## src/hw/rtl/erps_pkg.sv

```systemverilog
package erps_pkg;

   // Fixed field widths
   localparam int ENTROPY_W   = 16;
   localparam int TOTAL_W     = 32;
   localparam int CSR_DATA_W  = 16;
   localparam int CSR_INDEX_W = 1;

   typedef logic [ENTROPY_W-1:0]  entropy_type;
   typedef logic [TOTAL_W-1:0]    total_type;
   typedef logic [CSR_DATA_W-1:0] csr_data_type;

   // Configuration register indexes
   typedef enum logic [CSR_INDEX_W-1:0] {
      CSR_EXPLORE_PACKETS = 1'b0,
      CSR_SEED_START      = 1'b1
   } csr_index_type;

   // Register defaults restored by reset
   localparam csr_data_type EXPLORE_RESET = 16'd0;
   localparam csr_data_type SEED_RESET    = 16'd1;

   // Ring cache request from the datapath
   typedef struct packed {
      logic        push;
      logic        pop;
      entropy_type push_data;
   } ring_cmd_type;

   // Ring cache view after this beat's push
   typedef struct packed {
      logic        empty;
      entropy_type oldest;
   } ring_status_type;

   // Generator view
   typedef struct packed {
      logic        exploring;
      entropy_type fresh;
   } gen_status_type;

   // One 16-bit xorshift step
   function automatic entropy_type xorshift16(entropy_type x);
      entropy_type v;
      v = x;
      v = v ^ (v << 7);
      v = v ^ (v >> 9);
      v = v ^ (v << 8);
      return v;
   endfunction

endpackage

```

## src/hw/rtl/erps_if.sv

```systemverilog
interface erps_req_if;
   import erps_pkg::*;

   logic        valid;
   logic        ready;
   logic        ack_event;
   total_type   ack_total;
   total_type   ecn_total;
   entropy_type ack_entropy;
   logic        send_request;

   modport source (
      output valid, ack_event, ack_total, ecn_total, ack_entropy, send_request,
      input  ready
   );
   modport sink (
      input  valid, ack_event, ack_total, ecn_total, ack_entropy, send_request,
      output ready
   );
endinterface

interface erps_rsp_if;
   import erps_pkg::*;

   logic        valid;
   logic        ready;
   logic        entropy_valid;
   entropy_type next_entropy;
   logic        recycled;
   logic        status;

   modport source (
      output valid, entropy_valid, next_entropy, recycled, status,
      input  ready
   );
   modport sink (
      input  valid, entropy_valid, next_entropy, recycled, status,
      output ready
   );
endinterface

```

## src/hw/rtl/erps_ring.sv

```systemverilog
module erps_ring #(
   parameter int RING_DEPTH = 8
) (
   input  logic                      clock,
   input  logic                      reset,
   input  erps_pkg::ring_cmd_type    cmd,
   output erps_pkg::ring_status_type status
);
   import erps_pkg::*;

   localparam int IDX_W = $clog2(RING_DEPTH);
   localparam int CNT_W = $clog2(RING_DEPTH + 1);
   localparam int EXT_W = CNT_W + 1;

   entropy_type             data_ff [RING_DEPTH];
   logic [RING_DEPTH-1:0]   valid_ff;
   logic [RING_DEPTH-1:0]   valid_in;
   logic [IDX_W-1:0]        head_ff;
   logic [IDX_W-1:0]        head_in;
   logic [CNT_W-1:0]        count_ff;
   logic [CNT_W-1:0]        count_in;

   logic [IDX_W-1:0]        head_inc;
   logic                    push_fill;
   logic [CNT_W-1:0]        count_mid;
   logic [EXT_W-1:0]        head_ext;
   logic [EXT_W-1:0]        count_ext;
   logic [EXT_W-1:0]        oldest_ext;
   logic [IDX_W-1:0]        oldest_idx;

   // Advance head with wrap at the ring depth
   assign head_inc = (head_ff == IDX_W'(RING_DEPTH - 1)) ? '0 : head_ff + 1'b1;

   // Apply the push first; a push into a full ring overwrites the oldest entry
   assign push_fill = cmd.push && !valid_ff[head_ff] && (count_ff != CNT_W'(RING_DEPTH));
   assign count_mid = push_fill ? count_ff + 1'b1 : count_ff;
   assign head_in   = cmd.push ? head_inc : head_ff;

   // Locate the oldest entry behind the head
   assign head_ext   = EXT_W'(head_in);
   assign count_ext  = EXT_W'(count_mid);
   assign oldest_ext = head_ext - count_ext
                     + ((count_ext > head_ext) ? EXT_W'(RING_DEPTH) : '0);
   assign oldest_idx = oldest_ext[IDX_W-1:0];

   // Show the oldest entry, bypassing a write made in this beat
   always_comb begin
      status.empty = (count_mid == '0);
      if (cmd.push && (oldest_idx == head_ff)) begin
         status.oldest = cmd.push_data;
      end else begin
         status.oldest = data_ff[oldest_idx];
      end
   end

   // Update valid bitmap and count
   always_comb begin
      valid_in = valid_ff;
      if (cmd.push) begin
         valid_in[head_ff] = 1'b1;
      end
      if (cmd.pop) begin
         valid_in[oldest_idx] = 1'b0;
      end
      count_in = cmd.pop ? count_mid - 1'b1 : count_mid;
   end

   always_ff @(posedge clock) begin
      if (reset) begin
         valid_ff <= '0;
         head_ff  <= '0;
         count_ff <= '0;
      end else begin
         valid_ff <= valid_in;
         head_ff  <= head_in;
         count_ff <= count_in;
      end
   end

   // Store pushed entropy
   always_ff @(posedge clock) begin
      if (cmd.push) begin
         data_ff[head_ff] <= cmd.push_data;
      end
   end

endmodule

```

## src/hw/rtl/erps_gen.sv

```systemverilog
module erps_gen #(
   parameter int ENTROPY_SPACE = 65536
) (
   input  logic                     clock,
   input  logic                     reset,
   input  logic                     step,
   input  logic                     csr_wr_en,
   input  erps_pkg::csr_index_type  csr_index,
   input  erps_pkg::csr_data_type   csr_wdata,
   output erps_pkg::gen_status_type status
);
   import erps_pkg::*;

   localparam entropy_type EMASK = ENTROPY_W'(ENTROPY_SPACE - 1);

   entropy_type  seed_ff;
   entropy_type  seed_in;
   csr_data_type explore_ff;
   csr_data_type explore_in;

   assign status.exploring = (explore_ff != '0);
   assign status.fresh     = xorshift16(seed_ff) & EMASK;

   // Load on register write, otherwise step the seed and count down exploration
   always_comb begin
      seed_in    = seed_ff;
      explore_in = explore_ff;
      if (csr_wr_en) begin
         unique case (csr_index)
            CSR_EXPLORE_PACKETS: explore_in = csr_wdata;
            CSR_SEED_START:      seed_in    = csr_wdata;
            default:             seed_in    = seed_ff;
         endcase
      end else if (step) begin
         seed_in = status.fresh;
         if (status.exploring) begin
            explore_in = explore_ff - 1'b1;
         end
      end
   end

   always_ff @(posedge clock) begin
      if (reset) begin
         seed_ff    <= SEED_RESET;
         explore_ff <= EXPLORE_RESET;
      end else begin
         seed_ff    <= seed_in;
         explore_ff <= explore_in;
      end
   end

endmodule

```

## src/hw/rtl/entropy_recycling_path_selector.sv

```systemverilog
// An accepted beat is captured in the input register and then moves on to the
// result register, from which the receiver takes it.
// Throughput: one beat per cycle unless a stalled result holds the pipeline; the
// ring, seed and ECN state update as a beat moves into the result register.
// Reset (synchronous, active high) empties the ring cache, zeroes the last ECN
// count, loads seed 1 and explore count 0, and holds req.ready low.
module entropy_recycling_path_selector #(
   parameter int RING_DEPTH    = 8,
   parameter int ENTROPY_SPACE = 65536
) (
   input  logic                                clock,
   input  logic                                reset,
   erps_req_if.sink                            req,
   erps_rsp_if.source                          rsp,
   input  logic                                csr_wr_en,
   input  logic [erps_pkg::CSR_INDEX_W-1:0]    csr_index,
   input  erps_pkg::csr_data_type              csr_wdata
);
   import erps_pkg::*;

   localparam entropy_type EMASK = ENTROPY_W'(ENTROPY_SPACE - 1);

   // Input register
   logic            s1_valid_ff;
   logic            s1_valid_in;
   logic            s1_ack_ff;
   total_type       s1_ecn_ff;
   entropy_type     s1_entropy_ff;
   logic            s1_send_ff;

   // Result register
   logic            rsp_valid_ff;
   logic            rsp_valid_in;
   logic            rsp_entropy_valid_ff;
   entropy_type     rsp_next_entropy_ff;
   logic            rsp_recycled_ff;
   logic            rsp_status_ff;

   total_type       last_ecn_ff;
   total_type       last_ecn_in;

   logic            s1_advance;
   logic            req_take;
   logic            ecn_same;
   logic            use_fresh;
   entropy_type     chosen;
   ring_cmd_type    ring_cmd;
   ring_status_type ring_status;
   gen_status_type  gen_status;

   // Handshakes
   assign s1_advance = s1_valid_ff && (!rsp_valid_ff || rsp.ready);
   assign req.ready  = !reset && (!s1_valid_ff || s1_advance);
   assign req_take   = req.valid && req.ready;

   assign s1_valid_in  = req_take || (s1_valid_ff && !s1_advance);
   assign rsp_valid_in = s1_advance || (rsp_valid_ff && !rsp.ready);

   // Ack part: push entropy when the ECN count held
   assign ecn_same          = (s1_ecn_ff == last_ecn_ff);
   assign ring_cmd.push      = s1_advance && s1_ack_ff && ecn_same;
   assign ring_cmd.push_data = s1_entropy_ff & EMASK;
   assign last_ecn_in        = (s1_advance && s1_ack_ff) ? s1_ecn_ff : last_ecn_ff;

   // Send part: recycle the oldest entry unless empty or still exploring
   assign use_fresh    = ring_status.empty || gen_status.exploring;
   assign ring_cmd.pop = s1_advance && s1_send_ff && !use_fresh;
   assign chosen       = use_fresh ? gen_status.fresh : ring_status.oldest;

   erps_ring #(
      .RING_DEPTH (RING_DEPTH)
   ) u_ring (
      .clock  (clock),
      .reset  (reset),
      .cmd    (ring_cmd),
      .status (ring_status)
   );

   erps_gen #(
      .ENTROPY_SPACE (ENTROPY_SPACE)
   ) u_gen (
      .clock     (clock),
      .reset     (reset),
      .step      (s1_advance && s1_send_ff && use_fresh),
      .csr_wr_en (csr_wr_en),
      .csr_index (csr_index_type'(csr_index)),
      .csr_wdata (csr_wdata),
      .status    (gen_status)
   );

   // Control registers
   always_ff @(posedge clock) begin
      if (reset) begin
         s1_valid_ff  <= 1'b0;
         rsp_valid_ff <= 1'b0;
         last_ecn_ff  <= '0;
      end else begin
         s1_valid_ff  <= s1_valid_in;
         rsp_valid_ff <= rsp_valid_in;
         last_ecn_ff  <= last_ecn_in;
      end
   end

   // Capture the input beat
   always_ff @(posedge clock) begin
      if (req_take) begin
         s1_ack_ff     <= req.ack_event;
         s1_ecn_ff     <= req.ecn_total;
         s1_entropy_ff <= req.ack_entropy;
         s1_send_ff    <= req.send_request;
      end
   end

   // Load the result beat
   always_ff @(posedge clock) begin
      if (s1_advance) begin
         rsp_entropy_valid_ff <= s1_send_ff;
         rsp_next_entropy_ff  <= s1_send_ff ? chosen : '0;
         rsp_recycled_ff      <= s1_send_ff && !use_fresh;
         rsp_status_ff        <= !(s1_ack_ff || s1_send_ff);
      end
   end

   assign rsp.valid         = rsp_valid_ff;
   assign rsp.entropy_valid = rsp_entropy_valid_ff;
   assign rsp.next_entropy  = rsp_next_entropy_ff;
   assign rsp.recycled      = rsp_recycled_ff;
   assign rsp.status        = rsp_status_ff;

endmodule

```

## src/flat_wrapper.sv

```systemverilog
// flat-port wrapper written by rule: the top's interface ports become plain ports
module entropy_recycling_path_selector_flat import erps_pkg::*;
#(
   parameter int RING_DEPTH    = 8,
   parameter int ENTROPY_SPACE = 65536
)
  (clock, reset, csr_wr_en, csr_index, csr_wdata, req_valid, req_ack_event, req_ack_total, req_ecn_total, req_ack_entropy, req_send_request, req_ready, rsp_valid, rsp_entropy_valid, rsp_next_entropy, rsp_recycled, rsp_status, rsp_ready);
  erps_req_if req_i ();
  erps_rsp_if rsp_i ();
  input  logic clock;
  input  logic reset;
  input  logic csr_wr_en;
  input  logic [erps_pkg::CSR_INDEX_W-1:0] csr_index;
  input  erps_pkg::csr_data_type csr_wdata;
  input wire logic [$bits(req_i.valid)-1:0] req_valid;
  input wire logic [$bits(req_i.ack_event)-1:0] req_ack_event;
  input wire logic [$bits(req_i.ack_total)-1:0] req_ack_total;
  input wire logic [$bits(req_i.ecn_total)-1:0] req_ecn_total;
  input wire logic [$bits(req_i.ack_entropy)-1:0] req_ack_entropy;
  input wire logic [$bits(req_i.send_request)-1:0] req_send_request;
  output wire logic [$bits(req_i.ready)-1:0] req_ready;
  output wire logic [$bits(rsp_i.valid)-1:0] rsp_valid;
  output wire logic [$bits(rsp_i.entropy_valid)-1:0] rsp_entropy_valid;
  output wire logic [$bits(rsp_i.next_entropy)-1:0] rsp_next_entropy;
  output wire logic [$bits(rsp_i.recycled)-1:0] rsp_recycled;
  output wire logic [$bits(rsp_i.status)-1:0] rsp_status;
  input wire logic [$bits(rsp_i.ready)-1:0] rsp_ready;
  assign req_i.valid = req_valid;
  assign req_i.ack_event = req_ack_event;
  assign req_i.ack_total = req_ack_total;
  assign req_i.ecn_total = req_ecn_total;
  assign req_i.ack_entropy = req_ack_entropy;
  assign req_i.send_request = req_send_request;
  assign req_ready = req_i.ready;
  assign rsp_valid = rsp_i.valid;
  assign rsp_entropy_valid = rsp_i.entropy_valid;
  assign rsp_next_entropy = rsp_i.next_entropy;
  assign rsp_recycled = rsp_i.recycled;
  assign rsp_status = rsp_i.status;
  assign rsp_i.ready = rsp_ready;
  entropy_recycling_path_selector #(.RING_DEPTH(RING_DEPTH), .ENTROPY_SPACE(ENTROPY_SPACE)) u_core (.clock(clock), .reset(reset), .req(req_i), .rsp(rsp_i), .csr_wr_en(csr_wr_en), .csr_index(csr_index), .csr_wdata(csr_wdata));
endmodule
```

## config.mk

```make
export PLATFORM = sky130hd
export DESIGN_NAME = entropy_recycling_path_selector_flat
export DESIGN_NICKNAME = d
export VERILOG_FILES = /design/src/hw/rtl/erps_pkg.sv /design/src/hw/rtl/erps_if.sv /design/src/hw/rtl/erps_ring.sv /design/src/hw/rtl/erps_gen.sv /design/src/hw/rtl/entropy_recycling_path_selector.sv /design/src/flat_wrapper.sv
export SDC_FILE = /design/constraint.sdc
export NUM_CORES = 1
export LEC_CHECK = 0
export BUFFER_PORTS_ARGS = -buffer_cell sky130_fd_sc_hd__buf_2
export CAP_MARGIN = 20
export CORE_AREA = 5 5 192 194
export DETAILED_ROUTE_END_ITERATION = 6
export DIE_AREA = 0 0 197 199
export HOLD_SLACK_MARGIN = 0.12
export PLACE_DENSITY_LB_ADDON = 0.05
export SYNTH_ARGS = -nofsm -noshare
export SYNTH_HDL_FRONTEND = slang
export SYNTH_HIERARCHICAL = 1
export SYNTH_SLANG_ARGS = --single-unit
```

## constraint.sdc

```tcl
create_clock -name clock -period 6.4 [get_ports clock]
set_clock_uncertainty 0.15 [all_clocks]
set_input_delay 1.28 -clock clock [delete_from_list [all_inputs] [get_ports clock]]
set_output_delay 1.28 -clock clock [all_outputs]
set_load 0.02 [all_outputs]
```

==> metrics.md, run 1 <==
| Metric | Value |
|---|---|
| Worst-Skew Late Latency | 0.51 ns |
| GRT Total Usage | 14.5% |
| RR Startpoint | u_core/s1_ecn_ff[2]$_DFFE_PP_ |
| Starting density of the core | 34.3% |
| Nets@finish | 1094 |
| Warning count from the yosys run | 6 |
| Cts bufs inserted | 34 |
| Detailed Place HPWL | 17800 um |
| Synth area leaders | edfxtp_1, dfxtp_1, mux4_2 |
| ANT nets after route | 0 |
| Placer congestion estimate | 0.721 |
| Final slew viol count | 0 |
| 1st-pass router iterations | 4 |
| Fin. Hold Viols | 0 |
| Die ar. | 39200 um2 |
| DRC | 0 |
| WHS Path Cells | 2 |
| Ant diodes | 0 |
| Period utilization | 85.3% |
| Pin count of the biggest net entering global routing | 77 |
| Commonest non-fill, non-tap cells in the layout | edfxtp_1, nand2_1, buf_2 |
| Detailed Route Iter0 Violations | 236 |
| RSZ-0062 raised after global routing | no |
| Clk buf depth | 3 |
| First-pass GRT wire length | 43700 um |
| Average size of a mapped cell | 13.6 um2 |
| Cell taking the most area after synthesis | edfxtp_1 |
| Source of the worst hold timing path | u_core/last_ecn_ff[14]$_SDFFE_PP0P_ |
| Worst Tran Pin Value | 0.948 ns |
| H-tree levels | 2 |
| Yosys top cell area share | 49.2% |
| Post-CTS Hold Buffers | 0 |
| Sequential area share after synthesis | 62.7% |
| Area grow syn2layout | 17.2% |
| Leak | 5.13 nW |
| Crit path buf inv count | 2 |
| Ys flop type | edfxtp_1 |
| Gr ovfl total | 0 |
| Postcts setup bufs | 0 |
| CP Max Fanout | 24 |
| TNS Setup | 0 ns |
| Max frequency | 183 MHz |
| Crit start category | register |
| CTS Sinks | 278 |
| Rel. slew slack | 36.8% |
| Net switching power | 0.951 mW |
| Cell Area, Synth | 12000 um2 |
| Dpl cells | 1407 |
| Clock transition at path regs | 0.06 ns |
| Post-CTS resize count | 0 |
| Vias in the first global route | 7316 |
| Async SR Flop Fraction | 0% |
| Cells after Synth | 881 |
| Vias post-DR | 7201 |
| Vias/cell | 4.91 |
| Syn nets | 993 |
| Net Sw Frac | 22.8% |
| Tmin final | 5.46 ns |
| Sequential Power Share | 48.5% |
| Drt wl/cell | 19.5 um |
| Crit path largest cell delay | 0.53 ns |
| I/O Buffers | 92 |
| Drt total wl | 28600 um |
| CP max-delay cell | nor4_1 |
| Finished Layout Cells | 1466 |
| Clock Power Share | 44.7% |
| CTS tree | done |
| Finish-stage setup viols | 0 |
| Worst R2R End | u_core/rsp.next_entropy[9]$_SDFFCE_PN0N_ |
| Die Ht | 199 um |
| Commonest non-fill, non-tap cell in the layout | edfxtp_1 |
| Top delay family on crit path | XOR/XNOR gates |
| Int Power | 3.22 mW |
| Core Region | 35100 um2 |
| Worst path cell trace | xor2_1 > nor4_1 > nand3_1 > nor4_2 > o221ai_2 > a211o_1 > xnor2_1 > inv_1 > ha_2 > fa_1 > xor2_1 > xnor2_1 > xnor2_4 > buf_12 > mux2_4 > mux2_4 > a22o_1 |
| Layout cell share with drive strength beyond 1 | 25.1% |
| R2R depth | 17 |
| CTS Root Cell | clkbuf_16 |
| Initial antenna violation count | 0 |
| Outcome | completed |
| Synth cell types | 62 |
| Row cnt | 69 |
| Flop-to-flop setup slack | 0.94 ns |
| Worst Setup End Kind | register |
| Worst hold path class | reg -> reg |
| Post-synth EDFFs | 197 |
| Comb pwr share | 6.8% |
| Critical Path RT | 6.51 ns |
| Minimum hold slack | 0.315 ns |
| Crit path DAT | 5.57 ns |
| Max_cap viols | 0 |
| Max IR drop VDD | 0.000157 V |
| #FFs+latches synth | 278 |
| WHS Endpoint | u_core/last_ecn_ff[14]$_SDFFE_PP0P_ |
| Power Density | 296 nW/um2 |
| CP Class | reg -> reg |
| Die Wd | 197 um |
| Io pins | 125 |
-- stage by stage --
step                total power [mW]  area [um2]  utilization [%]  worst slack, ns
finish                          4.17       14100             40.2            0.941
floorplan                       2.25       12000                -            0.808
global placement                2.35       13000             37.1            0.508
global route                    4.35       14100             40.2            0.693
CTS                             4.24       14100             40.2            0.863
detailed placement              2.35       13000             37.1            0.473
-- power groups by stage --
stage                     clock network, mW  registers (mW)  logic [mW]
after floorplan                           0            2.05       0.194
after global placement                    0            2.06       0.289
after detailed placement                  0            2.06       0.290
after CTS                              1.93            2.02       0.291
after global routing                   2.01            2.03       0.318
final                                  1.86            2.02       0.285
-- cells by family after synthesis --
kind of cell | after synthesis | share of synthesized area (%)
flip-flops | 278 | 62.7
AND/OR/NAND/NOR | 230 | 8.96
buffers and inverters | 67 | 2.85
XOR/XNOR | 70 | 5.62
adder cells (fa/ha/maj) | 8 | 0.895
multiplexers | 75 | 10.7
AO/OA/AOI/OAI | 153 | 8.25
-- layer usage --
layer | wire length (um) | share of wire, % | global-route usage [%] | vias up
li1 | - | - | - | 3459
met1 | 13400 | 47 | 19.9 | 3579
met2 | 13700 | 48 | 24.0 | 125
met3 | 963 | 3.4 | 2.46 | 38
met4 | 535 | 1.9 | 3.60 | 0
met5 | 0 | 0 | 0 | -
-- flip-flops by register name (all words and copies together), names as in the netlist, 4 cells and up --
name and flops:
u_core/s1_ecn_ff 32, u_core/rsp.next_entropy 16, u_core/u_gen/seed_ff 16, u_core/s1_entropy_ff 16, u_core/u_ring/count_ff 4, u_core/u_ring/valid_ff 8, u_core/u_ring/data_ff 128, u_core/last_ecn_ff 32
u_core/u_gen/explore_ff 16
-- Yosys cell counts (19+ instances only) --
cell type	n
mux2_4	22
a21oi_1	62
xor2_1	44
xnor2_1	21
clkbuf_1	23
mux4_2	32
edfxtp_1	197
dfxtp_1	81
nand2_1	109
nor2_1	48
inv_1	19
o21ai_0	36
-- layout make-up --
class,count,area (um2)
clock buffers,48,955
well taps,461,577
fillers,3366,21000
repair buffers,113,643
multi-input cells,536,4180
clock inverters,11,123
flip-flops and latches,278,7540
inverters,19,71.3
-- how the worst max path moves through the flow --
| stage | from | endpoint | slack [ns] | cells after the start |
|---|---|---|---|---|
| after global routing | u_core/s1_ecn_ff[9]$_DFFE_PP_ | u_core/rsp.next_entropy[15]$_SDFFCE_PN0N_ | 0.69 | 17 |
| after detailed placement | rsp_ready | u_core/rsp.next_entropy[9]$_SDFFCE_PN0N_ | 0.47 | 17 |
| after floorplan | rsp_ready | u_core/rsp.next_entropy[3]$_SDFFCE_PN0N_ | 0.81 | 15 |
| after global placement | rsp_ready | u_core/rsp.next_entropy[9]$_SDFFCE_PN0N_ | 0.51 | 17 |
| final | u_core/s1_ecn_ff[2]$_DFFE_PP_ | u_core/rsp.next_entropy[9]$_SDFFCE_PN0N_ | 0.94 | 17 |
| after CTS | u_core/s1_ecn_ff[2]$_DFFE_PP_ | u_core/rsp.next_entropy[9]$_SDFFCE_PN0N_ | 0.86 | 17 |
-- worst min-delay path: stages (launching register included) --
cell and delay [ns]:
dfxtp_1 0.31, nand2_1 0.05, a21oi_1 0.05
No activity file was read; power rests on OpenSTA's default activity.
==> run 2, diff against run 1 <==
- clock period: 6.4 -> 5.4 ns (I/O delays scaled with it)
==> metrics.md, run 2 (synthesis gave the netlist of run 1 again) <==
| Metric | Value |
|---|---|
| RSZ-0062 raised after global routing | no |
| Max_cap viols | 0 (unchanged) |
| Outcome | completed |
| Clk buf depth | 3 (unchanged) |
| Vias post-DR | 7135 (-0.92%) |
| Vias/cell | 4.83 (-1.6%) |
| Net Sw Frac | 22.8% (-0.027 points) |
| Commonest non-fill, non-tap cells in the layout | edfxtp_1, nand2_1, buf_2 |
| Finished Core Util | 40.3% (+0.14 points) |
| Drt total wl | 28400 um (-0.64%) |
| I/O Buffers | 92 (unchanged) |
| Int Power | 3.72 mW (+16%) |
| CP Class | reg -> reg |
| GRT Total Usage | 14.4% (-0.085 points) |
| Placer congestion estimate | 0.740 (+2.7%) |
| Largest register by flop count | u_core/u_ring/data_ff |
| CTS Root Cell | clkbuf_16 |
| Finish-stage setup viols | 0 (unchanged) |
| Critical Path RT | 5.55 ns (-0.96 ns) |
| Postcts setup bufs | 0 (unchanged) |
| Final-layout fill cell count | 3401 (+1.0%) |
| Die ar. | 39200 um2 (unchanged) |
| ANT nets after route | 0 (unchanged) |
| Final slew viol count | 0 (unchanged) |
| Detailed Place HPWL | 18200 um (+2.4%) |
| Pin count of the biggest net entering global routing | 77 (unchanged) |
| Fin. Hold Viols | 0 (unchanged) |
| Cts bufs inserted | 31 (-8.8%) |
| CP Max Fanout | 10 (-58%) |
| Worst hold path class | reg -> reg |
| Die Wd | 197 um (unchanged) |
| Worst Tran Pin Value | 0.928 ns (-0.0200 ns) |
| Ant diodes | 0 (unchanged) |
| Finished Layout Cells | 1476 (+0.68%) |
| TNS Setup | 0 ns (unchanged) |
| Max reg flops | 128 (unchanged) |
| CTS tree | done |
| Drt wl/cell | 19.2 um (-1.3%) |
| Period utilization | 92.7% (+7.4 points) |
| Row cnt | 69 (unchanged) |
| Max frequency | 200 MHz (+9.0%) |
| Post-CTS Hold Buffers | 0 (unchanged) |
| Worst-Skew Late Latency | 0.56 ns (+0.05 ns) |
| Worst Setup End Kind | register |
| Rel. slew slack | 38.1% (+1.3 points) |
| DRC | 0 (unchanged) |
| CP max-delay cell | edfxtp_1 |
| Crit path largest cell delay | 0.41 ns (-0.12 ns) |
| Initial antenna violation count | 0 (unchanged) |
| Leak | 5.17 nW (+0.82%) |
| Clock Power Share | 43.2% (-1.5 points) |
| H-tree levels | 1 (-1) |
| Sequential Power Share | 49.7% (+1.2 points) |
| Net switching power | 1.10 mW (+15%) |
| Io pins | 125 (unchanged) |
| Post-CTS resize count | 0 (unchanged) |
| Biggest regs | u_core/u_ring/data_ff: 128 flops, u_core/last_ecn_ff: 32 flops, u_core/s1_ecn_ff: 32 flops |
| Vias in the first global route | 7348 (+0.44%) |
| Area grow syn2layout | 17.6% |
| First-pass GRT wire length | 44000 um (+0.79%) |
| Gr ovfl total | 0 (unchanged) |
| Comb pwr share | 7.1% (+0.3 points) |
| Detailed Route Iter0 Violations | 333 (+41%) |
| Max IR drop VDD | 0.000243 V (+54%) |
| Power Density | 341 nW/um2 (+15%) |
| 1st-pass router iterations | 4 (unchanged) |
| Layout cell share with drive strength beyond 1 | 26.0% (+0.94 points) |
| Tmin final | 5.01 ns (-0.451 ns) |
| Clock transition at path regs | 0.06 ns (about the same) |
| Core Region | 35100 um2 (unchanged) |
| Worst path cell trace | xor2_1 > nor4_1 > buf_4 > nand3_1 > nor4_2 > buf_4 > o221ai_2 > a211o_1 > xnor2_1 > inv_1 > ha_2 > fa_1 > xor2_1 > xnor2_1 > xnor2_4 > buf_12 > mux2_4 > mux2_4 > a22o_1 |
| Nets@finish | 1102 (+0.73%) |
| Dpl cells | 1418 (+0.78%) |
| Crit start category | register |
| CTS Sinks | 278 (unchanged) |
| Crit path DAT | 5.16 ns (-0.41 ns) |
| Starting density of the core | 34.3% (unchanged) |
| Commonest non-fill, non-tap cell in the layout | edfxtp_1 |
| Die Ht | 199 um (unchanged) |
## run 2: changes by cell type in the layout (fill, tap and decap cells not counted)
cell / change
clkinv_2: +5
clkbuf_1: -1
clkbuf_16: -4
buf_4: +8
clkinv_1: -1
buf_12: +3
bufinv_16: +1
inv_16: -1
## run 2: worst paths after layout
kind | startpoint | endpoint | slack (ns) | cells past startpoint
worst max-delay path | u_core/s1_ecn_ff[2]$_DFFE_PP_ | u_core/rsp.next_entropy[9]$_SDFFCE_PN0N_ | 0.39 | 19
worst min-delay path | u_core/last_ecn_ff[16]$_SDFFE_PP0P_ | u_core/last_ecn_ff[16]$_SDFFE_PP0P_ | 0.32 | 2
worst max register to register | u_core/s1_ecn_ff[2]$_DFFE_PP_ | u_core/rsp.next_entropy[9]$_SDFFCE_PN0N_ | 0.39 | 19
worst min register to register | u_core/last_ecn_ff[16]$_SDFFE_PP0P_ | u_core/last_ecn_ff[16]$_SDFFE_PP0P_ | 0.32 | 2
## run 2: area by class of cell
cell class | instances | area, um2 | share of cell area, %
Sequential cell | 278 | 7540 | 53.3
Multi-Input combinational cell | 536 | 4180 | 29.6
Clock buffer | 43 | 851 | 6.02
Timing Repair Buffer | 124 | 763 | 5.40
Tap cell | 461 | 577 | 4.08
Clock inverter | 15 | 154 | 1.09
Inverter | 19 | 71.3 | 0.505
## run 2: worst max-delay path, delay by kind of cell (launching register included)
kind,cells,cell delay [ns]
AOI/OAI and AO/OA,3,0.59
xor gates and xnor gates,5,1.17
buffers and inverters,4,0.60
and+or+nand+nor,3,0.67
adders and majority gates,2,0.59
DFF,1,0.41
muxes,2,0.60
## run 2: layer usage
metal	up-vias	part of all wire, %	routed length, um	track usage [%]
li1	3477	-	-	-
met2	133	46	13100	23.0
met3	36	4.6	1310	2.37
met1	3489	48	13500	20.9
met4	0	1.6	444	2.88
met5	-	0	0	0
## run 2: stage by stage
| step | power, mW | hold WS [ns] | setup slack (ns) | cell area (um2) |
|---|---|---|---|---|
| after detailed placement | 2.79 | 0.308 | -0.00538 | 13100 |
| after global routing | 5.03 | 0.333 | 0.0933 | 14100 |
| final | 4.82 | 0.315 | 0.392 | 14100 |
| after CTS | 4.90 | 0.317 | 0.287 | 14100 |
| after global placement | 2.79 | 0.303 | 0.0440 | 13100 |
| after floorplan | 2.66 | 0.298 | 0.00824 | 12000 |
## run 2: power groups by stage
stage	Clock, mW	Combinational (mW)	Sequential [mW]
4_1_cts	2.16	0.348	2.39
3_5_place_dp	0	0.346	2.44
2_1_floorplan	0	0.230	2.44
5_1_grt	2.25	0.384	2.40
3_3_place_gp	0	0.345	2.44
6_report	2.08	0.341	2.39
